===== src/design/lad_pkg.sv =====
// Shared types and constants for the linear array deque.
package lad_pkg;

    localparam int DEPTH_DEF      = 32;
    localparam int DATA_WIDTH_DEF = 32;

    typedef enum logic [1:0] {
        REQ_PUSH_BACK  = 2'd0,
        REQ_PUSH_FRONT = 2'd1,
        REQ_POP_BACK   = 2'd2,
        REQ_POP_FRONT  = 2'd3
    } req_t;

    typedef enum logic [1:0] {
        STAT_OK    = 2'd0,
        STAT_FULL  = 2'd1,
        STAT_EMPTY = 2'd2
    } status_t;

    typedef enum logic [2:0] {
        ST_IDLE,
        ST_EXEC,
        ST_SHIFT,
        ST_FILL,
        ST_RESULT
    } state_t;

    typedef enum logic [2:0] {
        DP_NONE,
        DP_PUSH,
        DP_POP,
        DP_SHIFT_START,
        DP_SHIFT_STEP,
        DP_SHIFT_FILL
    } dp_op_t;

    typedef struct packed {
        logic    load_req;
        dp_op_t  op;
        logic    load_out;
        status_t out_code;
        logic    out_take_data;
    } lad_cmd_t;

    typedef struct packed {
        req_t req_type;
        logic occupied;
        logic at_limit;
        logic shift_last;
    } lad_stat_t;

endpackage


===== src/design/linear_array_deque.sv =====
// Top level: linear array double-ended queue, controller plus datapath.
// Flow: request registered, executed in EXEC, result loaded in RESULT; push front
//   onto held entries first passes SHIFT (one slot moved per cycle, one read and one
//   write port) and FILL. No new request is taken before that load; a result
//   that is not taken holds the next one back. s_ready is high only while idle.
// Reset: aresetn synchronous active low empties the queue; slots are not cleared.
module linear_array_deque #(
    parameter int DEPTH      = lad_pkg::DEPTH_DEF,
    parameter int DATA_WIDTH = lad_pkg::DATA_WIDTH_DEF
) (
    input  logic                         aclk,
    input  logic                         aresetn,
    input  logic                         s_valid,
    output logic                         s_ready,
    input  logic [1:0]                   s_req_type,
    input  logic [DATA_WIDTH-1:0]        s_item_data,
    output logic                         m_valid,
    input  logic                         m_ready,
    output logic [1:0]                   m_status,
    output logic [DATA_WIDTH-1:0]        m_out_data,
    output logic                         m_is_empty,
    output logic                         m_is_full,
    output logic [$clog2(DEPTH+1)-1:0]   m_held_count
);
    import lad_pkg::*;

    lad_cmd_t  cmd;
    lad_stat_t stat;

    lad_controller u_ctrl (
        .aclk    (aclk),
        .aresetn (aresetn),
        .s_valid (s_valid),
        .s_ready (s_ready),
        .m_valid (m_valid),
        .m_ready (m_ready),
        .stat    (stat),
        .cmd     (cmd)
    );

    lad_datapath #(
        .DEPTH      (DEPTH),
        .DATA_WIDTH (DATA_WIDTH)
    ) u_dp (
        .aclk         (aclk),
        .aresetn      (aresetn),
        .s_req_type   (s_req_type),
        .s_item_data  (s_item_data),
        .cmd          (cmd),
        .stat         (stat),
        .m_status     (m_status),
        .m_out_data   (m_out_data),
        .m_is_empty   (m_is_empty),
        .m_is_full    (m_is_full),
        .m_held_count (m_held_count)
    );

endmodule


===== src/design/lad_datapath.sv =====
// Datapath: slot memory, front/rear indices, shift pointer and result registers.
module lad_datapath #(
    parameter int DEPTH      = lad_pkg::DEPTH_DEF,
    parameter int DATA_WIDTH = lad_pkg::DATA_WIDTH_DEF
) (
    input  logic                         aclk,
    input  logic                         aresetn,
    input  logic [1:0]                   s_req_type,
    input  logic [DATA_WIDTH-1:0]        s_item_data,
    input  lad_pkg::lad_cmd_t            cmd,
    output lad_pkg::lad_stat_t           stat,
    output logic [1:0]                   m_status,
    output logic [DATA_WIDTH-1:0]        m_out_data,
    output logic                         m_is_empty,
    output logic                         m_is_full,
    output logic [$clog2(DEPTH+1)-1:0]   m_held_count
);
    import lad_pkg::*;

    localparam int IDX_W = $clog2(DEPTH);
    localparam int CNT_W = $clog2(DEPTH + 1);
    localparam logic [IDX_W-1:0] LAST_IDX = IDX_W'(DEPTH - 1);

    logic [DATA_WIDTH-1:0] mem [DEPTH];

    logic [IDX_W-1:0]      front_reg, front_next;
    logic [IDX_W-1:0]      rear_reg, rear_next;
    logic                  occupied_reg, occupied_next;
    logic [IDX_W-1:0]      ptr_reg, ptr_next;
    req_t                  req_type_reg;
    logic [DATA_WIDTH-1:0] req_data_reg;
    logic [DATA_WIDTH-1:0] rd_data_reg;

    logic [1:0]            status_reg;
    logic [DATA_WIDTH-1:0] out_data_reg;
    logic                  empty_reg;
    logic                  full_reg;
    logic [CNT_W-1:0]      count_reg;

    logic                  wr_en;
    logic [IDX_W-1:0]      wr_addr;
    logic [DATA_WIDTH-1:0] wr_data;
    logic                  rd_en;
    logic [IDX_W-1:0]      rd_addr;
    logic                  at_limit;
    logic [IDX_W-1:0]      ptr_dec;
    logic [IDX_W-1:0]      span;

    assign at_limit = occupied_reg && (rear_reg == LAST_IDX);
    assign ptr_dec  = ptr_reg - IDX_W'(1);
    assign span     = rear_reg - front_reg;

    assign stat.req_type   = req_type_reg;
    assign stat.occupied   = occupied_reg;
    assign stat.at_limit   = at_limit;
    assign stat.shift_last = (ptr_reg == front_reg + IDX_W'(1));

    always_comb begin
        front_next    = front_reg;
        rear_next     = rear_reg;
        occupied_next = occupied_reg;
        ptr_next      = ptr_reg;
        wr_en         = 1'b0;
        wr_addr       = rear_reg;
        wr_data       = req_data_reg;
        rd_en         = 1'b0;
        rd_addr       = front_reg;
        unique case (cmd.op)
            DP_NONE: begin
            end
            DP_PUSH: begin
                wr_en = 1'b1;
                if (occupied_reg) begin
                    rear_next = rear_reg + IDX_W'(1);
                    wr_addr   = rear_reg + IDX_W'(1);
                end else begin
                    front_next    = '0;
                    rear_next     = '0;
                    occupied_next = 1'b1;
                    wr_addr       = '0;
                end
            end
            DP_POP: begin
                rd_en   = 1'b1;
                rd_addr = (req_type_reg == REQ_POP_BACK) ? rear_reg : front_reg;
                if (front_reg == rear_reg) begin
                    front_next    = '0;
                    rear_next     = '0;
                    occupied_next = 1'b0;
                end else if (req_type_reg == REQ_POP_BACK) begin
                    rear_next = rear_reg - IDX_W'(1);
                end else begin
                    front_next = front_reg + IDX_W'(1);
                end
            end
            DP_SHIFT_START: begin
                rd_en    = 1'b1;
                rd_addr  = rear_reg;
                ptr_next = rear_reg + IDX_W'(1);
            end
            DP_SHIFT_STEP: begin
                wr_en    = 1'b1;
                wr_addr  = ptr_reg;
                wr_data  = rd_data_reg;
                rd_en    = 1'b1;
                rd_addr  = ptr_dec - IDX_W'(1);
                ptr_next = ptr_dec;
            end
            DP_SHIFT_FILL: begin
                wr_en     = 1'b1;
                wr_addr   = front_reg;
                rear_next = rear_reg + IDX_W'(1);
            end
            default: begin
            end
        endcase
    end

    always_ff @(posedge aclk) begin
        if (wr_en) begin
            mem[wr_addr] <= wr_data;
        end
        if (rd_en) begin
            rd_data_reg <= mem[rd_addr];
        end
    end

    always_ff @(posedge aclk) begin
        if (!aresetn) begin
            front_reg    <= '0;
            rear_reg     <= '0;
            occupied_reg <= 1'b0;
        end else begin
            front_reg    <= front_next;
            rear_reg     <= rear_next;
            occupied_reg <= occupied_next;
        end
    end

    always_ff @(posedge aclk) begin
        ptr_reg <= ptr_next;
        if (cmd.load_req) begin
            req_type_reg <= req_t'(s_req_type);
            req_data_reg <= s_item_data;
        end
        if (cmd.load_out) begin
            status_reg   <= cmd.out_code;
            out_data_reg <= cmd.out_take_data ? rd_data_reg : '0;
            empty_reg    <= !occupied_reg;
            full_reg     <= at_limit;
            count_reg    <= occupied_reg ? (CNT_W'(span) + CNT_W'(1)) : '0;
        end
    end

    assign m_status     = status_reg;
    assign m_out_data   = out_data_reg;
    assign m_is_empty   = empty_reg;
    assign m_is_full    = full_reg;
    assign m_held_count = count_reg;

endmodule


===== src/design/lad_controller.sv =====
// Controller: request sequencing state machine and result valid.
module lad_controller (
    input  logic                aclk,
    input  logic                aresetn,
    input  logic                s_valid,
    output logic                s_ready,
    output logic                m_valid,
    input  logic                m_ready,
    input  lad_pkg::lad_stat_t  stat,
    output lad_pkg::lad_cmd_t   cmd
);
    import lad_pkg::*;

    state_t  state_reg, state_next;
    status_t code_reg, code_next;
    logic    take_reg, take_next;
    logic    m_valid_reg, m_valid_next;
    logic    out_free;

    assign out_free = !m_valid_reg || m_ready;
    assign s_ready  = (state_reg == ST_IDLE);
    assign m_valid  = m_valid_reg;

    always_ff @(posedge aclk) begin
        if (!aresetn) begin
            state_reg   <= ST_IDLE;
            m_valid_reg <= 1'b0;
            code_reg    <= STAT_OK;
            take_reg    <= 1'b0;
        end else begin
            state_reg   <= state_next;
            m_valid_reg <= m_valid_next;
            code_reg    <= code_next;
            take_reg    <= take_next;
        end
    end

    always_comb begin
        state_next        = state_reg;
        code_next         = code_reg;
        take_next         = take_reg;
        m_valid_next      = m_valid_reg && !m_ready;
        cmd.load_req      = 1'b0;
        cmd.op            = DP_NONE;
        cmd.load_out      = 1'b0;
        cmd.out_code      = code_reg;
        cmd.out_take_data = take_reg;
        unique case (state_reg)
            ST_IDLE: begin
                if (s_valid) begin
                    cmd.load_req = 1'b1;
                    state_next   = ST_EXEC;
                end
            end
            ST_EXEC: begin
                take_next  = 1'b0;
                code_next  = STAT_OK;
                state_next = ST_RESULT;
                unique case (stat.req_type) inside
                    REQ_PUSH_BACK, REQ_PUSH_FRONT: begin
                        if (stat.at_limit) begin
                            code_next = STAT_FULL;
                        end else if (stat.req_type == REQ_PUSH_FRONT && stat.occupied) begin
                            cmd.op     = DP_SHIFT_START;
                            state_next = ST_SHIFT;
                        end else begin
                            cmd.op = DP_PUSH;
                        end
                    end
                    REQ_POP_BACK, REQ_POP_FRONT: begin
                        if (!stat.occupied) begin
                            code_next = STAT_EMPTY;
                        end else begin
                            cmd.op    = DP_POP;
                            take_next = 1'b1;
                        end
                    end
                    default: begin
                    end
                endcase
            end
            ST_SHIFT: begin
                cmd.op = DP_SHIFT_STEP;
                if (stat.shift_last) begin
                    state_next = ST_FILL;
                end
            end
            ST_FILL: begin
                cmd.op     = DP_SHIFT_FILL;
                state_next = ST_RESULT;
            end
            ST_RESULT: begin
                if (out_free) begin
                    cmd.load_out = 1'b1;
                    m_valid_next = 1'b1;
                    state_next   = ST_IDLE;
                end
            end
            default: begin
                state_next = ST_IDLE;
            end
        endcase
    end

endmodule


===== config.mk =====
export PLATFORM = sky130hd
export DESIGN_NAME = linear_array_deque
export DESIGN_NICKNAME = d
export VERILOG_FILES = /design/src/design/lad_pkg.sv /design/src/design/linear_array_deque.sv /design/src/design/lad_datapath.sv /design/src/design/lad_controller.sv
export SDC_FILE = /design/constraint.sdc
export NUM_CORES = 2
export LEC_CHECK = 0
export BUFFER_PORTS_ARGS = -buffer_cell sky130_fd_sc_hd__buf_2
export CAP_MARGIN = 20
export CORE_UTILIZATION = 30
export DETAILED_ROUTE_END_ITERATION = 12
export GPL_TIMING_DRIVEN = 0
export PLACE_DENSITY = 0.49
export SLEW_MARGIN = 20
export SYNTH_ARGS = -nofsm -noshare
export SYNTH_HDL_FRONTEND = slang
export SYNTH_SLANG_ARGS = --single-unit

===== constraint.sdc =====
create_clock -name aclk -period 5.7 [get_ports aclk]
set_clock_uncertainty 0.05 [all_clocks]
set_input_delay 1.14 -clock aclk [delete_from_list [all_inputs] [get_ports aclk]]
set_output_delay 1.14 -clock aclk [all_outputs]
set_load 0.03 [all_outputs]

==> impl_metrics.csv <==
group,metric,value,unit
run_status,status,"finished clean",
worst_setup_path,crit_path_max_fanout,11,
finish,fillCellCount,14700,
worst_setup_path,reg2reg_depth,13,
clocking,cts_tree,"built",
synthesis,synth.distinct_cells,60,
route,drt_iter0_drc,2818,
sta,rsz0062_at_grt,"no",
clocking,cts-htree-levels,3,
clocking,postCtsSetupBuffers,0,
worst_setup_path,slowest_delay,760,ps
die,ioPinCount,82,
route,ant_nets,0,
synthesis,synth_edf_count,1137,
finish,nets,3454,
clocking,postCtsResizedCells,0,
finish,drive_gt1_share,14.8,%
placed_design,place_area,50400,µm²
sta,fmax,0.198,GHz
synthesis,synthSimpleGateAreaFrac,9.72,%
synthesis,synth_seq_cells,1155,
global_routing,grt_pass1_wl,205,mm
pwr,clkPwrFrac,43.9,%
route,vias_per_cell,5.08,
pwr,power_frac_comb,2.0,%
worst_hold_path,hold_path_end,"u_dp.m_status[0]",
die,core_area,152000,µm²
route,vias,28100,
synthesis,async_flop_share,0,%
clocking,clkTransAtPathRegs,60,ps
pwr,p_switching,0.00362,W
global_routing,gr-usage-met1,25.6,%
sta,setup_tns,0,ps
sta,fin_crit_sh,88.5,%
clocking,cts_root_buffer,"clkbuf_16",
placed_design,port_buffers,81,
worst_setup_path,slowest_stage,"nor3_1",
worst_setup_path,crit_type,"register to register",
job,cap_violations,0,
finish,area_growth,17.7,%
clocking,clk_path_buf_depth,3,
placed_design,dp_hpwl,99.6,mm
synthesis,syn_nets,3204,
worst_setup_path,critical_path.startpoint_type,"register",
finish,final_area,54200,µm²
pwr,p_seq_share,54.1,%
sta,period_needed,5040,ps
clocking,holdBufCountCts,0,
synthesis,yosys.area_share.xor_xnor,0.400,%
sta,maxSlewViolCount,0,
worst_setup_path,arrival,5440,ps
worst_hold_path,holdCritPathClass,"register to register",
finish,stdcell_count,5528,
worst_setup_path,endpoint_kind,"register",
worst_hold_path,holdPathStages,0,
synthesis,avgSynthCellArea,14.6,µm²
placed_design,post-place-ws,771,ps
worst_setup_path,cp_cell_sequence,"ha_1 -> and3_1 -> ha_1 -> nor3b_4 -> o21a_4 -> buf_6 -> o211ai_2 -> buf_4 -> buf_2 -> buf_2 -> a221oi_1 -> nor3_1 -> a211oi_2",
worst_setup_path,rr_startpoint,"u_dp.rear_reg[1]",
worst_hold_path,hp-start,"u_ctrl.code_reg[0]",
pwr,power_density,321,nW/µm²
synthesis,synth_compound_gate_area_share,8.55,%
sta,setup_viol,0,
clocking,cts_buffers,119,
global_routing,grt_max_degree,35,
global_routing,top_usage_layer,"met2",
synthesis,yosysSeqAreaShare,75.0,%
placed_design,numPlacedInstances,5311,
die,die_width,394,µm
placed_design,place_congestion,0.817,
route,routedWlPerCell,26.1,µm
sta,slew_headroom,21.6,%
synthesis,ys.flop_type,"edfxtp_1",
synthesis,synth_area,46000,µm²
sta,worst_slack,655,ps
worst_setup_path,critPathBufInv,4,
route,wirelength,144,mm
worst_setup_path,worst_r2r_endpoint,"u_dp.rd_data_reg[8]",
worst_setup_path,crit_required,6090,ps
pwr,p_leak,17.4,nW
synthesis,netlist_instances,3152,
die,dieArea,155000,µm²
worst_setup_path,critical-path-top-delay-family,"buffers and inverters",
route,route.detailed.drc,0,
die,initial_core_util,30.3,%
clocking,clk_latency,770,ps
pwr,switching_share,20.8,%
synthesis,yosysWarnings,0,
finish,largest-register,"u_dp.mem",
global_routing,track_usage,18.4,%
die,row_count,143,
global_routing,grt_overflow_total,0,
global_routing,grt_pass1_vias,27600,
sta,worstMarginPinSlew,1180,ps
route,firstDrtPassIters,6,
synthesis,synth_fa_ha_area_share,0.397,%
clocking,cts.sinks,1155,
global_routing,antenna_found_initial,8,
global_routing,met3_usage,2.90,%
die,die_h,394,µm
worst_setup_path,r2r_slack,660,ps
finish,largest_register_ffs,1024,
synthesis,synth_mux_area_share,3.59,%
pwr,p_int,0.0138,W
global_routing,grt_use_met2,28.6,%
pwr,ir_worst_vdd,0.256,mV
sta,hold_viol,0,
synthesis,synth_top_family_by_area,"simple AND/OR/NAND/NOR gates",
metrics by stage:
stage / hold WS, ps / util [%] / total power, W
6_report: 387 / 35.6 / 0.0174
5_1_grt: 407 / 35.6 / 0.0178
4_1_cts: 387 / 35.6 / 0.0175
3_5_place_dp: 369 / 33.2 / 0.00994
3_3_place_gp: 371 / 32.2 / 0.00991
2_1_floorplan: 359 / - / 0.00973
synth_stat cells (3+ instances only):
master	n	area [µm²]
edfxtp_1	1137	34100
nand2_1	672	2520
a21oi_1	211	1060
nand3_1	205	1030
mux2i_1	165	1650
a221oi_1	86	753
clkbuf_1	86	323
buf_2	74	370
a32oi_1	63	552
nor2_1	50	188
and2_1	39	244
nor3_1	39	195
a22oi_1	37	278
a22o_1	33	289
a211oi_2	31	388
buf_4	21	158
o21ai_0	21	105
dfxtp_1	18	360
a221oi_2	15	225
inv_1	15	56.3
xnor2_1	14	123
ha_1	13	163
buf_1	12	45.0
nor2b_1	12	75.1
buf_6	9	101
nand2b_1	7	43.8
xor2_1	7	61.3
a21boi_0	5	37.5
and3_1	5	31.3
o211ai_1	5	37.5
a21o_1	4	30.0
nor2_2	3	18.8
nor4_1	3	18.8
cells in the final DEF (no fill, tap or decap), types with 37 or more instances in the layout:
| cell | count |
|---|---|
| edfxtp_1 | 1137 |
| nand2_1 | 642 |
| a21oi_1 | 211 |
| nand3_1 | 205 |
| mux2i_1 | 165 |
| buf_2 | 156 |
| clkbuf_16 | 119 |
| clkbuf_1 | 108 |
| a221oi_1 | 86 |
| a32oi_1 | 63 |
| nor3_1 | 39 |
| and2_1 | 38 |
| a22oi_1 | 37 |
metal layers:
layer / share of wire, % / up-vias
li1: - / 12500
met1: 44 / 14400
met2: 45 / 1022
met3: 6.5 / 220
met4: 3.7 / 6
met5: 0.025 / -
worst max-delay path by stage:
stage                          start              endpoint  slack (ps)  depth (start not counted)
finish              u_dp.rear_reg[1]   u_dp.rd_data_reg[8]         660                         13
global route        u_dp.rear_reg[1]  u_dp.rd_data_reg[10]         560                         15
CTS                 u_dp.rear_reg[1]  u_dp.rd_data_reg[10]         700                         15
detailed placement  u_dp.rear_reg[1]  u_dp.rd_data_reg[10]         770                         15
global placement    u_dp.rear_reg[1]  u_dp.rd_data_reg[16]       -1600                          6
floorplan           u_dp.rear_reg[1]        u_dp.mem[0][0]        1420                          9
worst reg2reg max path, delay by kind of cell (launching register included):
family	cells	cell delay, ps
buffers and inverters	4	1260
AO/OA/AOI/OAI	4	1210
AND/OR/NAND/NOR	3	1050
adder cells (fa/ha/maj)	2	590
flip-flops	1	570
layout make-up:
| class | instances | area [µm²] | area share, % |
|---|---|---|---|
| tap | 2030 | 2540 | 4.69 |
| antenna | 4 | 10.0 | 0.0185 |
| timing repair buffer | 129 | 1510 | 2.79 |
| multi-input combinational | 1777 | 10800 | 19.9 |
| clock buffer | 142 | 3060 | 5.66 |
| buffer | 204 | 1030 | 1.91 |
| clock inverter | 71 | 666 | 1.23 |
| sequential | 1155 | 34500 | 63.7 |
| inverter | 16 | 60.1 | 0.111 |
power by group through the flow:
stage                     Sequential [W]  Clock (W)  Combinational, W
final                            0.00941    0.00762          0.000350
after global routing             0.00940    0.00806          0.000373
after CTS                        0.00941    0.00775          0.000353
after detailed placement         0.00958          0          0.000353
after global placement           0.00960          0          0.000312
after floorplan                  0.00959          0          0.000141
cell families after synthesis:
group / after synthesis
fa+ha+maj: 14
flops: 1155
buf+inv: 220
compound gates: 530
simple gates: 1047
mux: 165
xor+xnor: 21
No activity file was read; power rests on OpenSTA's default activity.
